File: src/hdl/rmst_pkg.sv
// Package for the range-max segment tree: sizes, codes, and the
// command/status structs between controller and datapath. No dependencies.
`default_nettype none

package rmst_pkg;

    localparam int LEAVES  = 1024;
    localparam int NODES   = 2 * LEAVES;
    localparam int NODE_W  = $clog2(NODES);
    localparam int BOUND_W = NODE_W + 1;
    localparam int DATA_W  = 32;
    localparam int LEAF_W  = 10;
    localparam int RANGE_W = 11;

    localparam logic signed [DATA_W-1:0] NODE_RESET = -32'sd1000000000;

    localparam logic KIND_ASSIGN = 1'b0;
    localparam logic KIND_QUERY  = 1'b1;

    typedef struct packed {
        logic clear_step;
        logic load;
        logic leaf_write;
        logic a_read;
        logic a_write;
        logic q_left_read;
        logic q_left_acc;
        logic q_right_read;
        logic q_right_acc;
        logic q_shift;
        logic out_load;
    } cmd_t;

    typedef struct packed {
        logic clear_last;
        logic leaf_ok;
        logic at_root;
        logic l_lt_r;
        logic l_odd;
        logic r_odd;
        logic out_free;
    } status_t;

    function automatic logic signed [DATA_W-1:0] smax(
        input logic signed [DATA_W-1:0] a,
        input logic signed [DATA_W-1:0] b
    );
        return (a > b) ? a : b;
    endfunction

endpackage

`default_nettype wire

File: src/hdl/rmst_ctrl.sv
// Sequencer for the range-max segment tree: clear sweep, leaf assign walk,
// and range query walk. Depends on rmst_pkg.
`default_nettype none

module rmst_ctrl
    import rmst_pkg::*;
(
    input  wire logic    clk,
    input  wire logic    rst_n,
    input  wire logic    in_valid,
    input  wire logic    kind,
    input  wire status_t status,
    output cmd_t         cmd,
    output logic         in_stall
);

    typedef enum logic [3:0] {
        S_CLEAR,
        S_IDLE,
        S_A_READ,
        S_A_WRITE,
        S_Q_LEFT,
        S_Q_LWAIT,
        S_Q_RIGHT,
        S_Q_RWAIT,
        S_Q_DONE
    } state_t;

    state_t state_reg;
    state_t state_next;

    always_ff @(posedge clk or negedge rst_n)
    begin
        if (!rst_n)
        begin
            state_reg <= S_CLEAR;
        end
        else
        begin
            state_reg <= state_next;
        end
    end

    assign in_stall = (state_reg != S_IDLE);

    always_comb
    begin
        cmd        = '0;
        state_next = state_reg;
        case (state_reg)
            S_CLEAR:
            begin
                cmd.clear_step = 1'b1;
                if (status.clear_last)
                begin
                    state_next = S_IDLE;
                end
            end
            S_IDLE:
            begin
                if (in_valid)
                begin
                    cmd.load = 1'b1;
                    if (kind == KIND_QUERY)
                    begin
                        state_next = S_Q_LEFT;
                    end
                    else if (status.leaf_ok)
                    begin
                        cmd.leaf_write = 1'b1;
                        state_next     = S_A_READ;
                    end
                end
            end
            S_A_READ:
            begin
                cmd.a_read = 1'b1;
                state_next = S_A_WRITE;
            end
            S_A_WRITE:
            begin
                cmd.a_write = 1'b1;
                state_next  = status.at_root ? S_IDLE : S_A_READ;
            end
            S_Q_LEFT:
            begin
                if (!status.l_lt_r)
                begin
                    state_next = S_Q_DONE;
                end
                else if (status.l_odd)
                begin
                    cmd.q_left_read = 1'b1;
                    state_next      = S_Q_LWAIT;
                end
                else
                begin
                    state_next = S_Q_RIGHT;
                end
            end
            S_Q_LWAIT:
            begin
                cmd.q_left_acc = 1'b1;
                state_next     = S_Q_RIGHT;
            end
            S_Q_RIGHT:
            begin
                if (status.r_odd)
                begin
                    cmd.q_right_read = 1'b1;
                    state_next       = S_Q_RWAIT;
                end
                else
                begin
                    cmd.q_shift = 1'b1;
                    state_next  = S_Q_LEFT;
                end
            end
            S_Q_RWAIT:
            begin
                cmd.q_right_acc = 1'b1;
                cmd.q_shift     = 1'b1;
                state_next      = S_Q_LEFT;
            end
            S_Q_DONE:
            begin
                if (status.out_free)
                begin
                    cmd.out_load = 1'b1;
                    state_next   = S_IDLE;
                end
            end
            default:
            begin
                state_next = S_IDLE;
            end
        endcase
    end

endmodule

`default_nettype wire

File: config.mk
export PLATFORM = sky130hd
export DESIGN_NAME = rmst_ctrl
export DESIGN_NICKNAME = d
export VERILOG_FILES = /design/src/hdl/rmst_pkg.sv /design/src/hdl/rmst_ctrl.sv
export SDC_FILE = /design/constraint.sdc
export NUM_CORES = 1
export LEC_CHECK = 0
export BUFFER_PORTS_ARGS = -buffer_cell sky130_fd_sc_hd__buf_4
export CAP_MARGIN = 20
export CORE_AREA = 3 3 40 42
export CTS_BUF_LIST = sky130_fd_sc_hd__clkbuf_8
export CTS_CLUSTER_DIAMETER = 120
export DETAILED_ROUTE_END_ITERATION = 10
export DIE_AREA = 0 0 43 45
export GPL_ROUTABILITY_DRIVEN = 1
export PLACE_DENSITY = 0.64
export SKIP_LAST_GASP = 1
export SYNTH_ARGS = -nofsm -noshare
export SYNTH_HDL_FRONTEND = slang
export SYNTH_SLANG_ARGS = --single-unit
File: constraint.sdc
create_clock -name clk -period 1.55 [get_ports clk]
set_input_delay 0.31 -clock clk [delete_from_list [all_inputs] [get_ports clk]]
set_output_delay 0.31 -clock clk [all_outputs]
set_load 0.03 [all_outputs]
==> results_tabular.tex <==
\begin{tabular}{lr}
\hline
Metric & Value \\
\hline
\multicolumn{2}{l}{\textbf{Status}} \\
Run status & finished with violations \\
Failing checks & setup timing \\
\multicolumn{2}{l}{\textbf{Worst setup path}} \\
Endpoint of the most critical register-to-register path & state\_reg[0] \\
Crit path arrival time & 1.30 ns \\
Depth of the worst register-to-register path & 6 \\
Cell breakdown of the critical path & buf\_6 > nor3\_4 > and3\_4 > buf\_6 \\
R2r startpoint & state\_reg[2] \\
Worst R2R Setup Slack & 0.12 ns \\
Maximum fanout along the worst path & 3 \\
CP peak stage delay & 0.44 ns \\
Launching element type of the critical path & flop \\
Cell at the slowest stage of the critical path & sky130\_fd\_sc\_hd\_\_dfrtp\_2 \\
Endpoint required time on the critical path & 1.24 ns \\
Type of destination of the critical path & primary output \\
Type of the worst setup path & reg2out \\
Most frequent cell on the critical path & sky130\_fd\_sc\_hd\_\_buf\_6 \\
\multicolumn{2}{l}{\textbf{Finish}} \\
Count of fill cells added during filler insertion & 92 \\
Layout overhead on the synthesized area & 126\% \\
Proportion of layout cells with a drive suffix above 1 & 69.3\% \\
Number of nets at the end of the flow & 114 \\
Final core utilization & 76.1\% \\
Max reg flops & 4 \\
Antenna cells & 0 \\
\multicolumn{2}{l}{\textbf{Synth}} \\
Top post-synthesis cells by count & sky130\_fd\_sc\_hd\_\_nor2\_1, sky130\_fd\_sc\_hd\_\_and3\_1 \\
Post-synth top area share & 23.1\% \\
Warning count from the yosys run & 0 \\
Number of cells produced by synthesis & 56 \\
Number of unique standard cell types used by synthesis & 24 \\
Top cells by area in the synthesized netlist & sky130\_fd\_sc\_hd\_\_dfrtp\_1, sky130\_fd\_sc\_hd\_\_buf\_6, sky130\_fd\_sc\_hd\_\_and3\_1, sky130\_fd\_sc\_hd\_\_a211oi\_2, sky130\_fd\_sc\_hd\_\_nor2\_1 \\
Post-synthesis cell area & 433 sq um \\
Count of flip-flops with a built-in enable after synthesis & 0 \\
Ys async rst share & 100\% \\
Number of flip-flops and latches in the synthesized netlist & 4 \\
Register area share after synthesis & 23.1\% \\
Mean area per synthesized cell & 7.73 sq um \\
Biggest area consumer among synthesized cells & sky130\_fd\_sc\_hd\_\_dfrtp\_1 \\
Syn\_nets & 67 \\
Most frequent cell after synthesis & sky130\_fd\_sc\_hd\_\_nor2\_1 \\
Top\_reg\_cell synth & sky130\_fd\_sc\_hd\_\_dfrtp\_1 \\
\multicolumn{2}{l}{\textbf{STA}} \\
WHS & 0.442 ns \\
Post-route setup slack & -0.0611 ns \\
Final setup skew & 0.00227 ns \\
Max Slew Vio Count & 0 \\
Minimum clock period & 1.61 ns \\
Endpoints failing setup & 5 \\
Final Cycle Share & 104\% \\
Tightest Pin Transition & 0.253 ns \\
Setup TNS & -0.201 ns \\
Setup repair after global routing missed its margin & yes \\
Highest achievable clock rate & 0.621 GHz \\
Tightest slew margin relative to the limit & 83.1\% \\
Number of hold violations in the final report & 0 \\
\multicolumn{2}{l}{\textbf{Routing}} \\
Post-route DRC & 0 \\
Final WL & 1.70 mm \\
Total iterations of the first detailed-routing run & 4 \\
Remaining number of nets flagged by the antenna check after routing & 0 \\
Routed length per placed instance & 14.6 um \\
Total number of vias & 612 \\
Initial DRC Count & 7 \\
Post-DR vias/cell & 5.28 \\
\multicolumn{2}{l}{\textbf{Floorplanning}} \\
Standard-cell row count & 13 \\
Width of the die & 43 um \\
DIE AREA & 1940 sq um \\
Chip height & 45 um \\
Boundary pin count & 23 \\
Initial cell density of the core & 33.7\% \\
Core ar. & 1280 sq um \\
\multicolumn{2}{l}{\textbf{GRT}} \\
Number of antenna violations at the first check in global routing & 0 \\
Wire length of the first global-routing pass & 2.42 mm \\
Largest net degree at the start of global routing & 10 \\
Congestion Overflow GR & 0 \\
Overall Global Routing Usage & 16.6\% \\
Via count of the first global-routing pass & 585 \\
\multicolumn{2}{l}{\textbf{Place}} \\
Port buffer count & 22 \\
DP HPWL & 985 um \\
Final GP Congestion & 0.800 \\
\multicolumn{2}{l}{\textbf{Worst hold path}} \\
Type of the tightest min-delay check & in2async \\
\multicolumn{2}{l}{\textbf{Clock network}} \\
Number of clock buffers inserted by TritonCTS & 3 \\
Max Buffers Root-to-Sink & 2 \\
CTS tree & yes \\
Clock network latency to the later pin of the worst-skew pair & 0.22 ns \\
CTS root buf & sky130\_fd\_sc\_hd\_\_clkbuf\_8 \\
Number of levels the H-tree was split into & 1 \\
Clock Pin Slew Worst Setup and Hold Paths & 0.03 ns \\
Number of clock sinks & 4 \\
\multicolumn{2}{l}{\textbf{Pwr}} \\
Power per cell area & 1950 nW/um\^{}2 \\
LEAKAGE & 0.459 nW \\
Peak supply drop & 0.00129 V \\
\multicolumn{2}{l}{\textbf{Run}} \\
Number of max-cap violations & 0 \\
\hline
\end{tabular}
routing by layer:
metal	global-route usage (%)	vias up	part of all wire, %
met2	29.3	29	53
met4	12.7	0	3.9
met1	18.4	284	37
met3	1.59	9	5.1
met5	0	-	0
li1	-	290	-
report_power, final:
part | total, mW | internal, mW | switching, mW
combinational | 1.46 | 0.782 | 0.673
sequential | 0.232 | 0.148 | 0.0835
clock | 0.217 | 0.165 | 0.0520
total | 1.90 | 1.10 | 0.809
cell type report:
class | instances | area, sq um | share of cell area (%)
Tap cell | 15 | 18.8 | 1.92
Multi-Input combinational cell | 43 | 367 | 37.5
Inverter | 5 | 23.8 | 2.43
Clock buffer | 3 | 41.3 | 4.22
Timing Repair Buffer | 46 | 424 | 43.4
Sequential cell | 4 | 104 | 10.6
per-stage QoR:
step / setup slack, ns / instances / power (mW) / cell area [sq um]
floorplan: -0.0144 / 56 / 0.823 / 450
global placement: 0.0680 / 98 / 1.13 / 657
detailed placement: 0.0629 / 98 / 1.12 / 657
CTS: -0.0464 / 111 / 1.61 / 860
global route: -0.114 / 116 / 2.03 / 978
finish: -0.0611 / 116 / 1.90 / 978
cells in the final DEF (no fill, tap or decap), drive strengths merged:
master	Yosys	layout
a211o	1	1
a211oi	2	2
a21oi	3	3
a32oi	1	1
and3	5	5
and4	1	1
buf	4	45
clkbuf	0	3
dfrtp	4	4
dlygate4sd3	0	1
inv	5	5
mux2i	1	1
nand2	4	4
nand2b	1	1
nand3	2	2
nand4	1	1
nor2	6	6
nor2b	3	3
nor3	3	3
nor4	1	1
o211ai	2	2
o21a	2	2
o21ai	3	3
o22ai	1	1
repair_timing:
action                     in CTS  in global routing
resized for setup              23                 16
hold endpoints to repair        4                  0
setup endpoints to repair      10                 11
pin swaps                       7                  8
hold buffers                    1                  0
buffers inserted                9                  5
cell families (layout without fill, tap and decap cells):
| group | Yosys count | after routing | synth area share, % |
|---|---|---|---|
| and+or+nand+nor | 27 | 27 | 33.5 |
| AOI/OAI and AO/OA | 15 | 15 | 25.1 |
| buffers and inverters | 9 | 54 | 15.9 |
| DFF | 4 | 4 | 23.1 |
| muxes | 1 | 1 | 2.31 |
worst max path at each step:
stage	end	startpoint	slack, ns	cells past startpoint
global route	cmd[0]	state_reg[2]	-0.11	4
floorplan	cmd[10]	state_reg[1]	-0.01	2
global placement	cmd[8]	state_reg[0]	0.07	5
finish	cmd[0]	state_reg[2]	-0.06	4
CTS	cmd[8]	state_reg[0]	-0.05	5
detailed placement	cmd[8]	state_reg[0]	0.06	5
critical path: cells and delay by family (launching register included):
family	cells	cell delay, ns
DFF	1	0.44
and+or+nand+nor	2	0.38
buffers and inverters	2	0.26
No activity file was read; power rests on OpenSTA's default activity.
